File: src/rtl/ott_pkg.sv
package ott_pkg;

    localparam int MAX_RX_ANTENNAS = 2;
    // Antennas carried by the input transaction.
    localparam int ANT_LANES = 2;
    localparam int COMP_LANES = 2 * ANT_LANES;

    localparam int SAMPLE_W = 16;
    localparam int HALF_SQ_W = 30;
    localparam int POWER_W = 32;
    localparam int POS_W = 10;
    localparam int COEF_W = 15;
    localparam int ANT_W = 2;
    localparam int HYST_W = 8;
    localparam int FRAME_W = 19;
    localparam int PROD_W = POS_W + COEF_W;
    localparam int CMP_W = POS_W + 1;
    localparam int STEP_W = FRAME_W + 2;

    localparam int TDATA_IN_W = COMP_LANES * SAMPLE_W;
    localparam int TDATA_OUT_W = 40;
    localparam int CFG_INDEX_W = 3;
    localparam int CFG_DATA_W = FRAME_W;

    localparam int Q_DEPTH = 2;
    localparam int Q_PTR_W = 1;
    localparam int Q_CNT_W = 2;

    localparam logic [COEF_W-1:0] COEF_FULL = 15'd32767;
    localparam int FILT_SHIFT = 15;

    typedef enum logic [CFG_INDEX_W-1:0] {
        CFG_FILTER_COEF    = 3'd0,
        CFG_RX_ANTENNAS    = 3'd1,
        CFG_PREFIX_SAMPLES = 3'd2,
        CFG_HYSTERESIS     = 3'd3,
        CFG_FRAME_LENGTH   = 3'd4
    } cfg_index_t;

    typedef struct packed {
        logic [COEF_W-1:0]  filter_coef;
        logic [ANT_W-1:0]   rx_antennas;
        logic [POS_W-1:0]   prefix_samples;
        logic [HYST_W-1:0]  hysteresis;
        logic [FRAME_W-1:0] frame_length;
    } cfg_t;

    typedef struct packed {
        logic [POS_W-1:0] peak_index;
        logic             clear;
    } frame_t;

endpackage

File: src/rtl/ofdm_timing_tracker_top.sv
// A tlast transaction passes s1, s2, the frame queue and states MUL, FILT, STEP
// and WRAP before its result is on m_tvalid. It takes one sample per cycle unless
// a frame end meets a full queue; a 2-entry frame queue holds pending frame ends.
// Reset (rst_n, asynchronous, active low) restores the register defaults and clears
// the peak search, the filtered position and the timing offset at once.
module ofdm_timing_tracker_top
    import ott_pkg::*;
(
    input  logic                   clk,
    input  logic                   rst_n,
    input  logic                   cfg_valid,
    output logic                   cfg_ready,
    input  logic [CFG_INDEX_W-1:0] cfg_index,
    input  logic [CFG_DATA_W-1:0]  cfg_data,
    input  logic                   s_tvalid,
    output logic                   s_tready,
    // re_ant0, im_ant0, re_ant1, im_ant1
    input  logic [TDATA_IN_W-1:0]  s_tdata,
    // last_sample
    input  logic                   s_tlast,
    // clear
    input  logic                   s_tuser,
    output logic                   m_tvalid,
    input  logic                   m_tready,
    // timing_offset, peak_position, filtered_position, zero pad
    output logic [TDATA_OUT_W-1:0] m_tdata
);

    cfg_t   cfg_reg;
    logic   q_push;
    logic   q_full;
    logic   q_pop;
    logic   q_valid;
    frame_t q_wdata;
    frame_t q_rdata;

    assign cfg_ready = 1'b1;

    always_ff @(posedge clk or negedge rst_n)
    begin
        if (!rst_n)
        begin
            cfg_reg.filter_coef    <= COEF_W'(16384);
            cfg_reg.rx_antennas    <= ANT_W'(1);
            cfg_reg.prefix_samples <= POS_W'(144);
            cfg_reg.hysteresis     <= HYST_W'(1);
            cfg_reg.frame_length   <= FRAME_W'(307200);
        end
        else if (cfg_valid && cfg_ready)
        begin
            unique case (cfg_index)
                CFG_FILTER_COEF:    cfg_reg.filter_coef    <= cfg_data[COEF_W-1:0];
                CFG_RX_ANTENNAS:    cfg_reg.rx_antennas    <= cfg_data[ANT_W-1:0];
                CFG_PREFIX_SAMPLES: cfg_reg.prefix_samples <= cfg_data[POS_W-1:0];
                CFG_HYSTERESIS:     cfg_reg.hysteresis     <= cfg_data[HYST_W-1:0];
                CFG_FRAME_LENGTH:   cfg_reg.frame_length   <= cfg_data[FRAME_W-1:0];
                default:
                begin
                end
            endcase
        end
    end

    ott_front u_front (
        .clk      (clk),
        .rst_n    (rst_n),
        .cfg      (cfg_reg),
        .s_tvalid (s_tvalid),
        .s_tready (s_tready),
        .s_tdata  (s_tdata),
        .s_tlast  (s_tlast),
        .s_tuser  (s_tuser),
        .q_push   (q_push),
        .q_wdata  (q_wdata),
        .q_full   (q_full)
    );

    ott_queue u_queue (
        .clk   (clk),
        .rst_n (rst_n),
        .push  (q_push),
        .wdata (q_wdata),
        .full  (q_full),
        .pop   (q_pop),
        .valid (q_valid),
        .rdata (q_rdata)
    );

    ott_back u_back (
        .clk      (clk),
        .rst_n    (rst_n),
        .cfg      (cfg_reg),
        .q_valid  (q_valid),
        .q_rdata  (q_rdata),
        .q_pop    (q_pop),
        .m_tvalid (m_tvalid),
        .m_tready (m_tready),
        .m_tdata  (m_tdata)
    );

endmodule

File: src/rtl/ott_queue.sv
module ott_queue
    import ott_pkg::*;
(
    input  logic   clk,
    input  logic   rst_n,
    input  logic   push,
    input  frame_t wdata,
    output logic   full,
    input  logic   pop,
    output logic   valid,
    output frame_t rdata
);

    frame_t               mem_reg [Q_DEPTH];
    logic [Q_PTR_W-1:0]   wr_ptr_reg;
    logic [Q_PTR_W-1:0]   rd_ptr_reg;
    logic [Q_CNT_W-1:0]   count_reg;

    assign full  = (count_reg == Q_CNT_W'(Q_DEPTH));
    assign valid = (count_reg != '0);
    assign rdata = mem_reg[rd_ptr_reg];

    always_ff @(posedge clk)
    begin
        if (push)
        begin
            mem_reg[wr_ptr_reg] <= wdata;
        end
    end

    always_ff @(posedge clk or negedge rst_n)
    begin
        if (!rst_n)
        begin
            wr_ptr_reg <= '0;
            rd_ptr_reg <= '0;
            count_reg  <= '0;
        end
        else
        begin
            if (push)
            begin
                wr_ptr_reg <= wr_ptr_reg + 1'b1;
            end
            if (pop)
            begin
                rd_ptr_reg <= rd_ptr_reg + 1'b1;
            end
            if (push && !pop)
            begin
                count_reg <= count_reg + 1'b1;
            end
            else if (pop && !push)
            begin
                count_reg <= count_reg - 1'b1;
            end
        end
    end

`ifndef SYNTHESIS
    a_no_pop_empty: assert property (@(posedge clk) disable iff (!rst_n)
        pop |-> count_reg != '0)
        else $error("frame queue popped while empty");

    a_count_step: assert property (@(posedge clk) disable iff (!rst_n)
        (push && !pop) |=> count_reg == $past(count_reg) + 1'b1)
        else $error("frame queue count did not follow a push");
`endif

endmodule

File: src/rtl/ott_front.sv
module ott_front
    import ott_pkg::*;
(
    input  logic                  clk,
    input  logic                  rst_n,
    input  cfg_t                  cfg,
    input  logic                  s_tvalid,
    output logic                  s_tready,
    input  logic [TDATA_IN_W-1:0] s_tdata,
    input  logic                  s_tlast,
    input  logic                  s_tuser,
    output logic                  q_push,
    output frame_t                q_wdata,
    input  logic                  q_full
);

    logic                  s1_valid_reg;
    logic [HALF_SQ_W-1:0]  s1_half_reg [COMP_LANES];
    logic                  s1_last_reg;
    logic                  s1_clear_reg;
    logic                  s2_valid_reg;
    logic [POWER_W-1:0]    s2_power_reg;
    logic                  s2_last_reg;
    logic                  s2_clear_reg;
    logic [POWER_W-1:0]    peak_power_reg;
    logic [POWER_W-1:0]    peak_power_next;
    logic [POS_W-1:0]      peak_index_reg;
    logic [POS_W-1:0]      peak_index_next;
    logic [POS_W-1:0]      sample_count_reg;
    logic [POS_W-1:0]      sample_count_next;
    logic [HALF_SQ_W-1:0]  half_sq [COMP_LANES];
    logic [ANT_W-1:0]      ants_cap;
    logic [POWER_W-1:0]    power_sum;
    logic                  adv;
    logic                  upd;
    logic                  hit;
    logic [POS_W-1:0]      idx_new;

    // The pipeline only stops when a frame end cannot enter the full queue.
    assign adv      = !(s2_valid_reg && s2_last_reg && q_full);
    assign s_tready = adv;

    assign ants_cap = (cfg.rx_antennas > ANT_W'(MAX_RX_ANTENNAS))
                      ? ANT_W'(MAX_RX_ANTENNAS) : cfg.rx_antennas;

    always_comb
    begin
        logic signed [SAMPLE_W-1:0]   smp;
        logic signed [2*SAMPLE_W-1:0] sq;
        for (int k = 0; k < COMP_LANES; k++)
        begin
            smp = s_tdata[k*SAMPLE_W +: SAMPLE_W];
            sq  = smp * smp;
            if (int'(ants_cap) > (k / 2))
            begin
                half_sq[k] = sq[HALF_SQ_W:1];
            end
            else
            begin
                half_sq[k] = '0;
            end
        end
    end

    always_comb
    begin
        power_sum = '0;
        for (int k = 0; k < COMP_LANES; k++)
        begin
            power_sum = power_sum + POWER_W'(s1_half_reg[k]);
        end
    end

    assign upd     = s2_valid_reg && adv;
    assign hit     = (sample_count_reg < cfg.prefix_samples) && (s2_power_reg > peak_power_reg);
    assign idx_new = hit ? sample_count_reg : peak_index_reg;
    assign q_push  = upd && s2_last_reg;
    assign q_wdata = '{peak_index: idx_new, clear: s2_clear_reg};

    always_comb
    begin
        peak_power_next   = peak_power_reg;
        peak_index_next   = peak_index_reg;
        sample_count_next = sample_count_reg;
        if (upd)
        begin
            if (s2_last_reg)
            begin
                peak_power_next   = '0;
                peak_index_next   = '0;
                sample_count_next = '0;
            end
            else
            begin
                if (hit)
                begin
                    peak_power_next = s2_power_reg;
                end
                peak_index_next = idx_new;
                if (sample_count_reg != '1)
                begin
                    sample_count_next = sample_count_reg + 1'b1;
                end
            end
        end
    end

    always_ff @(posedge clk)
    begin
        if (adv)
        begin
            s1_half_reg  <= half_sq;
            s1_last_reg  <= s_tlast;
            s1_clear_reg <= s_tuser;
            s2_power_reg <= power_sum;
            s2_last_reg  <= s1_last_reg;
            s2_clear_reg <= s1_clear_reg;
        end
    end

    always_ff @(posedge clk or negedge rst_n)
    begin
        if (!rst_n)
        begin
            s1_valid_reg     <= 1'b0;
            s2_valid_reg     <= 1'b0;
            peak_power_reg   <= '0;
            peak_index_reg   <= '0;
            sample_count_reg <= '0;
        end
        else
        begin
            if (adv)
            begin
                s1_valid_reg <= s_tvalid;
                s2_valid_reg <= s1_valid_reg;
            end
            peak_power_reg   <= peak_power_next;
            peak_index_reg   <= peak_index_next;
            sample_count_reg <= sample_count_next;
        end
    end

`ifndef SYNTHESIS
    a_push_room: assert property (@(posedge clk) disable iff (!rst_n)
        q_push |-> !q_full)
        else $error("frame end pushed into a full queue");
`endif

endmodule

File: src/rtl/ott_back.sv
module ott_back
    import ott_pkg::*;
(
    input  logic                   clk,
    input  logic                   rst_n,
    input  cfg_t                   cfg,
    input  logic                   q_valid,
    input  frame_t                 q_rdata,
    output logic                   q_pop,
    output logic                   m_tvalid,
    input  logic                   m_tready,
    output logic [TDATA_OUT_W-1:0] m_tdata
);

    typedef enum logic [4:0] {
        ST_IDLE = 5'b00001,
        ST_MUL  = 5'b00010,
        ST_FILT = 5'b00100,
        ST_STEP = 5'b01000,
        ST_WRAP = 5'b10000
    } state_t;

    state_t                     state_reg;
    state_t                     state_next;
    logic [POS_W-1:0]           peak_reg;
    logic                       clear_reg;
    logic [PROD_W-1:0]          prod_old_reg;
    logic [PROD_W-1:0]          prod_new_reg;
    logic [POS_W-1:0]           filt_reg;
    logic [FRAME_W-1:0]         rx_timing_reg;
    logic signed [STEP_W-1:0]   t_reg;
    logic                       out_valid_reg;
    logic [TDATA_OUT_W-1:0]     out_data_reg;
    logic                       out_free;
    logic [PROD_W:0]            filt_sum;
    logic [CMP_W-1:0]           target;
    logic [CMP_W-1:0]           hyst;
    logic [CMP_W-1:0]           filt_ext;
    logic                       step_up;
    logic                       step_down;
    logic signed [STEP_W-1:0]   fl;
    logic signed [STEP_W-1:0]   t1;
    logic signed [STEP_W-1:0]   t2;
    logic signed [STEP_W-1:0]   t3;

    assign out_free = !out_valid_reg || m_tready;
    assign q_pop    = (state_reg == ST_IDLE) && q_valid;
    assign m_tvalid = out_valid_reg;
    assign m_tdata  = out_data_reg;

    assign filt_sum = (PROD_W+1)'(prod_old_reg) + (PROD_W+1)'(prod_new_reg);

    assign target    = CMP_W'(cfg.prefix_samples >> 3);
    assign hyst      = CMP_W'(cfg.hysteresis);
    assign filt_ext  = CMP_W'(filt_reg);
    assign step_up   = filt_ext > (target + hyst);
    assign step_down = (filt_ext + hyst) < target;

    // A zero frame length behaves as a length of one.
    assign fl = (cfg.frame_length == '0) ? STEP_W'(1) : $signed(STEP_W'(cfg.frame_length));

    always_comb
    begin
        t1 = (t_reg < 0) ? (t_reg + fl) : t_reg;
        t2 = (t1 >= fl) ? (t1 - fl) : t1;
        t3 = ((t2 >= fl) || (t2 < 0)) ? '0 : t2;
    end

    always_comb
    begin
        state_next = state_reg;
        unique case (state_reg)
            ST_IDLE:
            begin
                if (q_valid)
                begin
                    state_next = ST_MUL;
                end
            end
            ST_MUL:  state_next = ST_FILT;
            ST_FILT: state_next = ST_STEP;
            ST_STEP: state_next = ST_WRAP;
            ST_WRAP:
            begin
                if (out_free)
                begin
                    state_next = ST_IDLE;
                end
            end
            default: state_next = ST_IDLE;
        endcase
    end

    always_ff @(posedge clk)
    begin
        if (q_pop)
        begin
            peak_reg  <= q_rdata.peak_index;
            clear_reg <= q_rdata.clear;
        end
        if (state_reg == ST_MUL)
        begin
            prod_old_reg <= PROD_W'(filt_reg * cfg.filter_coef);
            prod_new_reg <= PROD_W'(peak_reg * (COEF_FULL - cfg.filter_coef));
        end
        if (state_reg == ST_STEP)
        begin
            if (step_up)
            begin
                t_reg <= $signed(STEP_W'(rx_timing_reg)) + STEP_W'(1);
            end
            else if (step_down)
            begin
                t_reg <= $signed(STEP_W'(rx_timing_reg)) - STEP_W'(1);
            end
            else
            begin
                t_reg <= $signed(STEP_W'(rx_timing_reg));
            end
        end
        if ((state_reg == ST_WRAP) && out_free)
        begin
            out_data_reg <= TDATA_OUT_W'({filt_reg, peak_reg, t3[FRAME_W-1:0]});
        end
    end

    always_ff @(posedge clk or negedge rst_n)
    begin
        if (!rst_n)
        begin
            state_reg     <= ST_IDLE;
            filt_reg      <= '0;
            rx_timing_reg <= '0;
            out_valid_reg <= 1'b0;
        end
        else
        begin
            state_reg <= state_next;
            if (state_reg == ST_FILT)
            begin
                filt_reg <= clear_reg ? peak_reg : filt_sum[FILT_SHIFT +: POS_W];
            end
            if ((state_reg == ST_WRAP) && out_free)
            begin
                rx_timing_reg <= t3[FRAME_W-1:0];
                out_valid_reg <= 1'b1;
            end
            else if (m_tready)
            begin
                out_valid_reg <= 1'b0;
            end
        end
    end

`ifndef SYNTHESIS
    a_result_from_wrap: assert property (@(posedge clk) disable iff (!rst_n)
        (m_tvalid && !$past(m_tvalid && !m_tready) && $past(rst_n))
            |-> $past(state_reg == ST_WRAP))
        else $error("result appeared without finishing a frame update");
`endif

endmodule
File: config.mk
export PLATFORM = sky130hd
export DESIGN_NAME = ofdm_timing_tracker_top
export DESIGN_NICKNAME = d
export VERILOG_FILES = /design/src/rtl/ott_pkg.sv /design/src/rtl/ofdm_timing_tracker_top.sv /design/src/rtl/ott_queue.sv /design/src/rtl/ott_front.sv /design/src/rtl/ott_back.sv
export SDC_FILE = /design/constraint.sdc
export NUM_CORES = 2
export LEC_CHECK = 0
export BUFFER_PORTS_ARGS = -buffer_cell sky130_fd_sc_hd__clkbuf_2
export CAP_MARGIN = 20
export CELL_PAD_IN_SITES_DETAIL_PLACEMENT = 0
export CELL_PAD_IN_SITES_GLOBAL_PLACEMENT = 1
export CORE_ASPECT_RATIO = 0.5
export CORE_MARGIN = 1
export CORE_UTILIZATION = 45
export DETAILED_ROUTE_END_ITERATION = 12
export GPL_TIMING_DRIVEN = 0
export PLACE_DENSITY_LB_ADDON = 0.15
export REMOVE_ABC_BUFFERS = 1
export SLEW_MARGIN = 10
export SYNTH_ARGS = -nofsm -noshare
export SYNTH_HDL_FRONTEND = slang
export SYNTH_SLANG_ARGS = --single-unit
File: constraint.sdc
create_clock -name clk -period 17.8 [get_ports clk]
set_input_delay 2.67 -clock clk [delete_from_list [all_inputs] [get_ports clk]]
set_output_delay 2.67 -clock clk [all_outputs]
set_load 0.005 [all_outputs]
==> reports/metrics.cfg <==
[finish]
seqCellArea_um2=12520
syn_to_final_growth_pct=6.854
multiInputGateArea_um2=49620
largest_reg_flops=116
nNetsFinal=9037
final_core_util_pct=48.56
fillers=14210
post_route_cells_drive_above_1_share_pct=5.480

[grt]
grt_pass1_vias=52060
grt_first_pass_wirelength_um=268900
grt_max_degree=79
grt_use_total_pct=21.58
overflow=0
antenna_found_initial=1

[setup_path]
rr_endpoint=u_back.rx_timing_reg[2]
crit_path_top_delay_cell=nand4_1
critical_path_arrival_ns=10.19
start_kind=flop
ff2ff_path_depth=30
worstPathMaxFanout=19
r2r_start=cfg_reg[14]
path_class=reg -> reg
worstPathRequired_ns=18.33
ff2ff_setup_slack_ns=8.14
crit_path_end_kind=flop
critPathMaxStageDelay_ns=0.80

[route]
drt_first_iter_violations=2394
wl_met3_um=6593
vias_per_cell=5.155
antenna_left=0
wl_met1_um=71170
routed.top_layer=met4
met2RoutedLength_um=78420
wl_per_cell_um=17.23
drc_errors=0
vias=47500
drt-pass1-iter-count=6
wl_um=158800

[cts]
root_buffer=clkbuf_16
holdBufCountCts=0
cts_buffers=47
post_cts_buffers=0
cts_resized=0
cts_buffer_depth=3
clkLatencyLatePin_ns=0.65
clock_sinks=441
cts.clk_slew.worst_paths_ns=0.07
htreeDepth=2
tritoncts=done

[die]
die_h_um=279.1
initial_core_util_pct=45.45
die_w_um=556.2
die_area_um2=155200
core_area_um2=152000
row_count=101
ios=136

[logic_synthesis]
ys_types=89
syn_avg_cell_area_um2=9.718
synth_common_cells=1640 x inv_1, 1169 x fa_1, 661 x ha_1
synth_top_area_cell=fa_1
yosys.cell_count.top_type=inv_1
yosysWarnings=0
synth-edff-count=294
synth_top_area_share_pct=33.87
ys_seq_area_share_pct=18.12
ys.flop_type=edfxtp_1
synthArstFlopShare_pct=33.33
synthCells=7110
synth-seq-cells=441
syn_area_um2=69090
synth_area_leaders=fa_1 34%, edfxtp_1 13%, ha_1 12%

[timing]
fmaxAchievable_mhz=103.6
setup_viol=0
relSlewSlack_pct=25.53
fin_setup_tns_ns=0
rsz0062_at_grt=false
skew_ns=0.04878
finalCriticalPeriod_ns=9.657
whs_ns=0.4195
final_hold_viol_count=0
drv_slew=0
final.period_utilization_pct=54.25
worst_pin_slew_ns=1.117
setup_ws_ns=8.143

[placement]
place_congestion=0.8945
pre_cts_slack_ns=7.993
port_buffers=133
hpwl_um=129600

[worst_hold_path]
hold_class=reg -> reg
min_path_cells=0
hp-start=u_front.s1_last_reg
worstHoldEndpoint=u_front.s2_last_reg

[run_status]
outcome=finished, final reports clean

[run]
cap_violations=0

-- critical path: cells and delay by family (launching register included) --
family	cells	cell delay, ns
flip-flops	1	0.42
multiplexers	1	0.48
buffers and inverters	1	0.09
adder cells (fa/ha/maj)	4	1.41
AND/OR/NAND/NOR	8	2.27
XOR/XNOR	1	0.11
AO/OA/AOI/OAI	15	4.69
-- cell type report --
type,count,share of cell area [%]
inverters,1645,8.365
multi-input cells,4808,67.21
repair buffers,171,1.571
diodes,1,0.003389
flip-flops and latches,441,16.96
clock buffers,62,1.879
well taps,2060,3.491
clock inverters,26,0.5169
-- cells in the final DEF, fill, tap and decap left out, types with 70 or more instances in the layout --
cell,n
clkbuf_2,132
and2_1,297
dfrtp_1,136
o21ai_0,179
nor2b_1,111
a21oi_1,235
xnor2_1,203
inv_1,1640
nand2_1,528
ha_1,661
nand2b_1,152
nand3_1,70
a21o_1,102
fa_1,1169
xor2_1,111
edfxtp_1,294
nor2_1,304
-- through the flow --
| step | cells | cell area (µm²) |
|---|---|---|
| 2_1_floorplan | 6894 | 68250 |
| 3_3_place_gp | 9087 | 71490 |
| 3_5_place_dp | 9121 | 72020 |
| 4_1_cts | 9209 | 73790 |
| 5_1_grt | 9213 | 73830 |
| 6_report | 9214 | 73830 |
-- metal layers --
layer	GRT usage (%)	vias up
met5	0	-
met4	3.476	0
met3	2.753	160
met2	37.38	775
met1	29.33	24280
li1	-	22290
-- logic make-up after synthesis --
kind of cell	Yosys count	share of synthesized area [%]
AOI/OAI and AO/OA	882	8.256
xor gates and xnor gates	314	3.980
adders and majority gates	1830	45.84
buffers and inverters	1862	10.17
DFF	441	18.12
muxes	93	1.469
other	2	0.01087
and+or+nand+nor	1686	12.16
-- how the worst max path moves through the flow --
| stage | cells past startpoint | start | to |
|---|---|---|---|
| 6_report | 30 | cfg_reg[14] | u_back.rx_timing_reg[2] |
| 5_1_grt | 30 | cfg_reg[14] | u_back.rx_timing_reg[2] |
| 4_1_cts | 29 | cfg_reg[14] | u_back.rx_timing_reg[5] |
| 3_5_place_dp | 29 | cfg_reg[14] | u_back.rx_timing_reg[5] |
| 3_3_place_gp | 7 | u_front.s2_last_reg | u_queue.count_reg[1] |
| 2_1_floorplan | 7 | u_front.s2_last_reg | u_queue.count_reg[1] |
Power is not shown: default switching activity piles up to over one toggle a cycle in this logic, so the estimate is an artifact.
